<file path="src/rtl/dcnls_pkg.sv">
`timescale 1ns / 1ps
package dcnls_pkg;

    localparam int SMP_W  = 16;
    localparam int NW     = 13;
    localparam int SA_W   = 29;
    localparam int SAA_W  = 43;
    localparam int SAB_W  = 44;
    localparam int MAG_W  = 56;
    localparam int C_W    = MAG_W + 1;
    localparam int PROD_W = 2 * MAG_W;
    localparam int Q_W    = 33;
    localparam int RT_W   = 34;
    localparam int SC_W   = 17;
    localparam int CFG_W  = 15;
    localparam int OUT_W  = 16;

    localparam logic [CFG_W-1:0] MIN_CORR_RST = 15'd22938;
    localparam logic [CFG_W-1:0] OFFSET_RST   = 15'd0;

    localparam logic REG_MIN_CORR = 1'b0;
    localparam logic REG_OFFSET   = 1'b1;

    typedef logic        [NW-1:0]     t_n;
    typedef logic signed [SA_W-1:0]   t_sa;
    typedef logic        [SAA_W-1:0]  t_saa;
    typedef logic signed [SAB_W-1:0]  t_sab;
    typedef logic        [MAG_W-1:0]  t_mag;
    typedef logic signed [SC_W-1:0]   t_score;

    typedef struct packed {
        logic ld_tpl;
        logic ld_win;
        logic lag_clr;
        logic lag_inc;
        logic acc_clr;
        logic tap_step;
        logic score_start;
        logic score_ch;
        logic best_upd;
        logic emit_full;
        logic emit_short;
    } t_cmd;

    typedef struct packed {
        logic win_fits;
        logic tap_done;
        logic lag_done;
        logic pipe_empty;
        logic score_done;
    } t_sts;

    function automatic t_mag mag57(input logic signed [C_W-1:0] v);
        logic signed [C_W-1:0] a;
        a = v[C_W-1] ? -v : v;
        return a[MAG_W-1:0];
    endfunction

endpackage

</file>
<file path="src/rtl/dcnls_ctrl.sv">
`timescale 1ns / 1ps
module dcnls_ctrl (
    input  logic              i_clk,
    input  logic              i_rst_n,
    input  logic              i_start,
    input  logic              i_req_type,
    input  logic              i_last,
    input  dcnls_pkg::t_sts   i_sts,
    output dcnls_pkg::t_cmd   o_cmd,
    output logic              o_busy
);
    import dcnls_pkg::*;

    localparam logic [2:0] ST_IDLE  = 3'd0;
    localparam logic [2:0] ST_TAPS  = 3'd1;
    localparam logic [2:0] ST_DRAIN = 3'd2;
    localparam logic [2:0] ST_SC1   = 3'd3;
    localparam logic [2:0] ST_SC2   = 3'd4;
    localparam logic [2:0] ST_NEXT  = 3'd5;
    localparam logic [2:0] ST_DONE  = 3'd6;

    logic [2:0] r_state, n_state;
    logic       w_acc;

    assign o_busy = (r_state != ST_IDLE);
    assign w_acc  = i_start && !o_busy;

    always_comb begin
        n_state = r_state;
        o_cmd   = '0;
        unique case (r_state)
            ST_IDLE: begin
                o_cmd.ld_tpl = w_acc && !i_req_type;
                o_cmd.ld_win = w_acc && i_req_type;
                if (w_acc && i_req_type && i_last) begin
                    if (i_sts.win_fits) begin
                        o_cmd.lag_clr = 1'b1;
                        o_cmd.acc_clr = 1'b1;
                        n_state       = ST_TAPS;
                    end else begin
                        o_cmd.emit_short = 1'b1;
                    end
                end
            end
            ST_TAPS: begin
                if (i_sts.tap_done) begin
                    n_state = ST_DRAIN;
                end else begin
                    o_cmd.tap_step = 1'b1;
                end
            end
            ST_DRAIN: begin
                if (i_sts.pipe_empty) begin
                    o_cmd.score_start = 1'b1;
                    n_state           = ST_SC1;
                end
            end
            ST_SC1: begin
                if (i_sts.score_done) begin
                    o_cmd.best_upd    = 1'b1;
                    o_cmd.score_start = 1'b1;
                    o_cmd.score_ch    = 1'b1;
                    n_state           = ST_SC2;
                end
            end
            ST_SC2: begin
                o_cmd.score_ch = 1'b1;
                if (i_sts.score_done) begin
                    o_cmd.best_upd = 1'b1;
                    n_state        = ST_NEXT;
                end
            end
            ST_NEXT: begin
                if (i_sts.lag_done) begin
                    n_state = ST_DONE;
                end else begin
                    o_cmd.lag_inc = 1'b1;
                    o_cmd.acc_clr = 1'b1;
                    n_state       = ST_TAPS;
                end
            end
            ST_DONE: begin
                o_cmd.emit_full = 1'b1;
                n_state         = ST_IDLE;
            end
            default: begin
                n_state = ST_IDLE;
            end
        endcase
    end

    always_ff @(posedge i_clk) begin
        if (!i_rst_n) begin
            r_state <= ST_IDLE;
        end else begin
            r_state <= n_state;
        end
    end

endmodule

</file>
<file path="config.mk">
export PLATFORM = sky130hd
export DESIGN_NAME = dcnls_ctrl
export DESIGN_NICKNAME = d
export VERILOG_FILES = /design/src/rtl/dcnls_pkg.sv /design/src/rtl/dcnls_ctrl.sv
export SDC_FILE = /design/constraint.sdc
export NUM_CORES = 1
export LEC_CHECK = 0
export CAP_MARGIN = 15
export CORE_AREA = 3 3 40 42
export CTS_CLUSTER_DIAMETER = 100
export DETAILED_ROUTE_END_ITERATION = 12
export DIE_AREA = 0 0 43 45
export DONT_BUFFER_PORTS = 1
export GPL_TIMING_DRIVEN = 1
export MAX_ROUTING_LAYER = met4
export SLEW_MARGIN = 20
export SYNTH_ARGS = -nofsm -noshare
export SYNTH_HDL_FRONTEND = slang
export SYNTH_SLANG_ARGS = --single-unit
export TNS_END_PERCENT = 1
</file>
<file path="constraint.sdc">
create_clock -name i_clk -period 1.94 [get_ports i_clk]
set_clock_uncertainty 0.2 [all_clocks]
set_input_delay 0 -clock i_clk [delete_from_list [all_inputs] [get_ports i_clk]]
set_output_delay 0 -clock i_clk [all_outputs]
set_load 0.005 [all_outputs]
</file>
==> metrics list, run 1 <==
* Run status: completed
- For the worst setup path, the data required time is 1.88 ns.
* Ordered cell list for the critical path: dlygate4sd3_1 > nand4_1 > dlygate4sd3_1 > a21oi_1 > nand2_2 > o41ai_2
- Fmax: 535 MHz
* Count of standard-cell rows: 13
- Summed over all layers, the global routing overflow is 0.
- Number of cells on the critical path: 6
- Startpoint-to-endpoint class of the critical path: in -> reg
- The completed layout was analyzed and its total power is 0.000335 W.
- Clk slew on worst S/H paths: 0.05 ns
- Total negative setup slack: 0 ns
- The floorplan step set the die width to 43 um.
- Yosys reg bits: 3
* Endpoints failing hold: 0
- Hold path startpoint: i_sts[1]
- The initial antenna violation count was 0.
- At the end of routability-driven placement, the weighted congestion stood at 0.737.
- The Yosys step of the flow raised 0 warnings.
* Detailed Routing Iterations Pass 1: 4
- Max-cap viol count: 0
- Slowest-stage cell, CP: sky130_fd_sc_hd__dlygate4sd3_1
- The register with the most flip-flops in the layout has 3 of them.
* Met2 Resource Use GR: 0.153
- Most flops, register: r_state
- The wire-length estimate of the detail-placed layout is 616 um.
- Gate count of the mapped netlist: 43
- Avg WL per Cell: 12.4 um
- The floorplan step defined a die boundary enclosing 1940 sq um.
- Dividing the detail-routed via count by the number of cells gives 5.21.
- Count of buffer and inverter cells on the critical path: 2
- For the worst flop-to-flop path, the logic depth is 4.
- Starting DRT DRC Count: 15
- TritonCTS built the clock tree.
- The first global-routing pass estimated 1500 um of wire.
- The cell sitting at the root of the clock tree is a sky130_fd_sc_hd__clkbuf_4.
- After detailed routing, the number of remaining DRC violations is 0.
- Following the worst setup path forward leads to its endpoint at r_state[1]$_SDFFE_PN0P_.
- Along the worst path, the maximum fanout reaches 3.
* Most common cell in the synthesized netlist: sky130_fd_sc_hd__nand2_1
* Max Transition Viols Final: 0
- Core box area: 1280 sq um
- Entering global routing, the biggest net connects 13 pins.
- Fin Hold WS: 0.00507 ns
- In this run the critical register-to-register path is captured at r_state[2]$_SDFFE_PN0P_.
- Clock H-tree levels: 1
- Clock latency on the worst-skew pair, taken at its later pin, is 0.24 ns.
* Worst VDD drop: 0.354 mV
* Number of enable-type register cells in the synthesized netlist: 0
- Number of buffers created by CTS: 3
- ANT cells: 0
- Total standard cell area after synthesis: 310 sq um
- For flop-to-flop paths, the worst setup slack is 0.14 ns.
- Leading post-synthesis cells by cell area: sky130_fd_sc_hd__dfxtp_1 (19%), sky130_fd_sc_hd__nand2_1 (8.5%), sky130_fd_sc_hd__buf_6 (7.3%), sky130_fd_sc_hd__mux2i_1 (6.5%), sky130_fd_sc_hd__nor4b_1 (5.6%)
* Delay-heaviest family, CP: buffers and inverters
- Dominant cell type by area after synthesis: sky130_fd_sc_hd__dfxtp_1
- Initial Util: 0.241
- Setup repair after global routing could not meet its margin everywhere.
- Power density normalized to cell area: 741 nW/um^2
* Synth cell types: 26
* Via count of the first global-routing pass: 381
* Fraction of the yosys area taken by sequential cells: 0.194
- The longest clock path from root to sink contains 2 buffers.
- For met3 alone, demand over resource in global routing was 0.0438.
- Setup violations remaining at the end of the flow were counted as 0.
- Prevailing post-synth register cell: sky130_fd_sc_hd__dfxtp_1
* Final critical delay including setup and external delays: 1.87 ns
- On the worst path, the slowest cell contributes a delay of 0.59 ns.
- Most Frequent Cell on Critical Path: sky130_fd_sc_hd__dlygate4sd3_1
* Count of input and output buffers: 0
- The final layout contains 67 nets.
- In the finished design, the share of the clock period the worst path needs comes to 0.964.
- # fillers: 139
- Post-synth ARST share: 0
- Portion of synthesized cell area occupied by the leading cell type: 0.194
- Chip height: 45 um
* Endpoint kind of the worst setup timing path: register
- Clock sink count: 3
* Number of top-level design ports: 22
* Avg Cell Area, Syn: 7.22 sq um
* Gr busiest metal: met2
- In this run the worst hold path is classified as in -> out.
* Leading registers by flop count: r_state: 3 flops
- STA classifies the critical path startpoint as a primary input.
- GRT Util Overall: 0.104
* Syn Nets: 53
- In this run the tightest slew margin relative to its limit is 0.722.
* Worst r2r src: r_state[1]$_SDFFE_PN0P_
* Synth cell count leaders: sky130_fd_sc_hd__nand2_1 (7), sky130_fd_sc_hd__dfxtp_1 (3), sky130_fd_sc_hd__nor2_1 (3), sky130_fd_sc_hd__o21ai_1 (3)
- Share of post-route cells with drive strength above 1: 0.179
- For met1 alone, demand over resource in global routing was 0.122.
- Worst Max-Slew Pin Slew: 0.416 ns
- Critical Path Source: i_req_type
- The analysis attributes to cell leakage a power of 0.177 nW.
- Layout overhead on the synthesized area: 45.6%
- The count of nets left with antenna violations once routing finished came out at 0.
* Overall routed net length: 882 um
- Summing over every cut layer, the via total after detailed routing is 370.
- Data on the critical path arrives at its endpoint at 1.81 ns.
## cell families (layout without fill, tap and decap cells)
| family | after synthesis | count (layout) | synth area share |
|---|---|---|---|
| AO/OA/AOI/OAI | 8 | 8 | 0.185 |
| buffers and inverters | 5 | 18 | 0.109 |
| flip-flops | 3 | 3 | 0.194 |
| multiplexers | 2 | 2 | 0.0645 |
| AND/OR/NAND/NOR | 25 | 25 | 0.448 |
## layer usage
| layer | vias up | wire, um |
|---|---|---|
| li1 | 186 | - |
| met1 | 163 | 384 |
| met2 | 21 | 395 |
| met3 | 0 | 102 |
| met4 | 0 | 0 |
| met5 | - | 0 |
## placed cells by master (no fill, tap or decap), types with 2 or more instances in the layout
cell type / count
sky130_fd_sc_hd__mux2i_1: 2
sky130_fd_sc_hd__nand4_1: 2
sky130_fd_sc_hd__nand2_1: 7
sky130_fd_sc_hd__nor2_1: 3
sky130_fd_sc_hd__clkbuf_4: 3
sky130_fd_sc_hd__dfxtp_1: 3
sky130_fd_sc_hd__dlygate4sd3_1: 10
sky130_fd_sc_hd__inv_1: 2
sky130_fd_sc_hd__o21ai_1: 3
## power by group
| group | internal, W | switching [W] |
|---|---|---|
| clock | 0.0000774 | 0.0000372 |
| sequential | 0.0000715 | 0.0000296 |
| combinational | 0.0000557 | 0.0000632 |
## cell type report
type,count,area [sq um],share of cell area
well taps,15,18.8,0.0416
repair buffers,11,108,0.238
clock buffers,4,26.3,0.0582
flip-flops and latches,3,60.1,0.133
inverters,3,11.3,0.0249
multi-input cells,35,228,0.504
## stage by stage
stage	std cells	util	worst slack [ns]	instance area [sq um]
after floorplan	43	-	0.546	310
after global placement	57	0.244	0.326	314
after detailed placement	57	0.244	0.309	314
after CTS	71	0.343	0.0766	440
after global routing	71	0.352	-0.0551	452
final	71	0.352	0.0701	452
## worst min-delay path by stage
| stage | endpoint | slack (ns) | cells after the start |
|---|---|---|---|
| after global routing | r_state[2]$_SDFFE_PN0P_ | 0.04 | 4 |
| after CTS | o_cmd[4] | 0.004 | 2 |
| after detailed placement | o_cmd[10] | -0.16 | 1 |
| final | o_cmd[4] | 0.005 | 2 |
| after floorplan | o_cmd[10] | -0.17 | 1 |
| after global placement | o_cmd[10] | -0.16 | 1 |
## repair_timing
action / in CTS / in global routing
hold buffers: 10 / 0
setup endpoints to repair: 0 / 3
buffers inserted: 0 / 0
resized for setup: 0 / 2
hold endpoints to repair: 11 / 0
Power figures use the tool's default switching activity.
==> run 2: changes to the inputs <==
Settings changed: REMOVE_ABC_BUFFERS set to 1, SKIP_LAST_GASP set to 1.
==> run 2 against run 1 <==
- the run now ends with negative hold slack left
- critical path depth unchanged
- cell count up 1.4%
- highest routed layer unchanged
- largest power group unchanged
- routed wire length up 7.7%
- non-clock buffer count up 1
- global-route usage up 0.61 points
- fmax down 0.42%
- worst hold slack worse by 0.0087 ns
- setup slack worse by 0.0079 ns
==> metrics list, run 2 (synthesized netlist as in run 1, its figures left out) <==
* RSZ-0062 raised after global routing: true
- Max-cap viol count: 0 (unchanged)
- Non-filler cells in the finished layout: 72 (+1.4%)
* Count of endpoints failing setup in the final report: 0 (unchanged)
- The switching share of power is 0.378 (-0.0103).
* DR vias/cell: 5.11 (-1.9%)
- The internal power was 0.000204 W (-0.40%).
- Share of post-route cells with drive strength above 1: 0.158 (-0.0207)
- Ratio of final minimum period to clock period: 0.968 (+0.00406)
- The combinational cell fraction of total power was 0.362 (+0.007).
- Placed wire-length estimate after detailed placement: 620 um (+0.55%)
- Overall routed net length: 950 um (+7.7%)
- The final net count was 68 (+1.5%).
- The number of sinks on the clock net came to 3 (unchanged).
* DRT antenna net count: 0 (unchanged)
- r_state holds more flip-flops than any other register.
* Worst Max-Slew Pin Slew: 0.406 ns (-0.0107 ns)
- Commonest non-fill, non-tap cell in the layout: sky130_fd_sc_hd__dlygate4sd3_1
- Proportion of power drawn by flip-flops and latches: 0.303 (about the same)
- Core box area: 1280 sq um (unchanged)
- Endpoints failing hold: 2 (+2)
- The clock tree buffer depth is 2 (unchanged).
- Via count of the first global-routing pass: 387 (+1.6%)
- The initial antenna violation count was 0 (unchanged).
- Leakage: 0.179 nW (+1.5%)
- Slew Limit Headroom: 0.726 (+0.00372)
- TritonCTS built the clock tree.
- Final WS setup: 0.0622 ns (-0.00788 ns)
* First-pass GRT wire length: 1520 um (+1.8%)
- The number of DRC markers after the initial detailed-route iteration was 2 (-13).
* ANT cells: 0 (unchanged)
* Startpoint-to-endpoint class of the critical path: in -> reg
- The number of flip-flops under the largest register name was 3 (unchanged).
* Clock H-tree levels: 1 (unchanged)
- The final routed DRC violation total was 0 (unchanged).
- The root buffer cell chosen for the clock tree is sky130_fd_sc_hd__clkbuf_4.
- Data arrival time of the critical path: 1.82 ns (about the same)
- The number of placement rows came to 13 (unchanged).
- The wire length per cell came to 13.2 um (+6.2%).
- Critical Path RT: 1.88 ns (about the same)
- Detailed Routing Iterations Pass 1: 3 (-1)
- The worst setup path is launched from a primary input.
* Area enclosed by the die boundary: 1940 sq um (unchanged)
- Post-placement cell count: 57 (unchanged)
* Top library cells by usage in the layout, fill and taps aside: sky130_fd_sc_hd__dlygate4sd3_1 (11), sky130_fd_sc_hd__nand2_1 (7)
* Clk slew on worst S/H paths: 0.04 ns (about the same)
* Violated checks: negative hold slack
* Overall die width: 43 um (unchanged)
- The clock period minus final worst setup slack came to 1.88 ns (+0.00788 ns).
- Power density normalized to cell area: 718 nW/um^2 (-3.1%)
* Largest fanout of any net on the critical path: 3 (unchanged)
- The I/O pin count is 22 (unchanged).
- The net switching component of the power is 0.000124 W (-4.7%).
- Leading registers by flop count: r_state: 3 flops
- The summed area of non-filler cells in the final layout is 457 sq um (+1.1%).
- The utilization of the core after routing was 0.355 (+0.00389).
* Congestion Overflow GR: 0 (unchanged)
- The final number of max-transition violations is 0 (unchanged).
- Layout overhead on the synthesized area: 47.2%
- The fmax came to 533 MHz (-0.42%).
- The height of the chip was 45 um (unchanged).
- The flow ran to the end, but the final reports show violations.
* Routability-driven placement congestion ratio: 0.778 (+5.6%)
- The CTS buffer count is 3 (unchanged).
- The worst hold slack came to -0.00362 ns (-0.00870 ns).
* Initial Util: 0.241 (unchanged)
* Clk pwr share: 0.334 (-0.009)
* Count of input and output buffers: 0 (unchanged)
* Pre-CTS setup slack: 0.382 ns (+0.0731 ns)
- STA classifies the critical path endpoint as a register.
* Worst VDD drop: 0.310 mV (-12%)
- Total Power Consumption: 0.000328 W (-2.1%)
* Via Count: 368 (-0.54%)
- The clock latency at the later pin of the worst-skew pair was 0.23 ns (about the same).
* GRT Util Overall: 0.111 (+0.00609)
- Post-Place Cell Area: 314 sq um (unchanged)
* Classification of the worst-slack hold path: in -> out
- The pin count of the biggest net entering global routing was 13 (unchanged).
[run 2: timing repair]
item | 4_1_cts | 5_1_grt
hold buffers | 11 | 0
setup buffers | 0 | 0
setup endpoints to repair | 0 | 2
hold endpoints to repair | 12 | 0
resized for setup | 0 | 1
[run 2: metrics by stage]
stage                     hold slack [ns]  setup TNS, ns
after global routing               0.0189        -0.0213
after global placement             -0.165              0
after CTS                         0.00283              0
after detailed placement           -0.166              0
after floorplan                    -0.169              0
final                            -0.00362              0
[run 2: layer usage]
layer	routed length, um	GRT usage	up-vias
li1	-	-	186
met2	467	0.198	20
met4	0	0.0723	0
met5	0	-	-
met1	408	0.106	162
met3	73	0.0279	0
[run 2: cell type report]
cell class | instances | area [sq um]
fill | 144 | 828
multi-input combinational | 35 | 223
timing repair buffer | 12 | 118
sequential | 3 | 60.1
clock buffer | 4 | 26.3
tap | 15 | 18.8
inverter | 3 | 11.3
[run 2: critical path, cell delays in order]
cell                            delay, ns
sky130_fd_sc_hd__dlygate4sd3_1       0.57
sky130_fd_sc_hd__nand4_1             0.10
sky130_fd_sc_hd__dlygate4sd3_1       0.60
sky130_fd_sc_hd__a21oi_1             0.18
sky130_fd_sc_hd__nand2_2             0.10
sky130_fd_sc_hd__o41ai_2             0.26
[run 2: path summary, 6_finish.rpt]
kind	end	cells after the start	start	slack, ns
max	r_state[1]$_SDFFE_PN0P_	6	i_req_type	0.06
min	o_cmd[4]	2	i_sts[0]	-0.004
max reg2reg	r_state[2]$_SDFFE_PN0P_	4	r_state[1]$_SDFFE_PN0P_	0.15
min reg2reg	r_state[0]$_SDFFE_PN0P_	2	r_state[0]$_SDFFE_PN0P_	0.42
[run 2: power groups by stage]
stage          logic (W)  registers, W  clock network (W)
3_3_place_gp   0.0000996     0.0000979                  0
5_1_grt         0.000130      0.000104           0.000117
4_1_cts         0.000118     0.0000986           0.000116
3_5_place_dp   0.0000991     0.0000988                  0
2_1_floorplan  0.0000831     0.0000921                  0
6_report        0.000119     0.0000994           0.000110
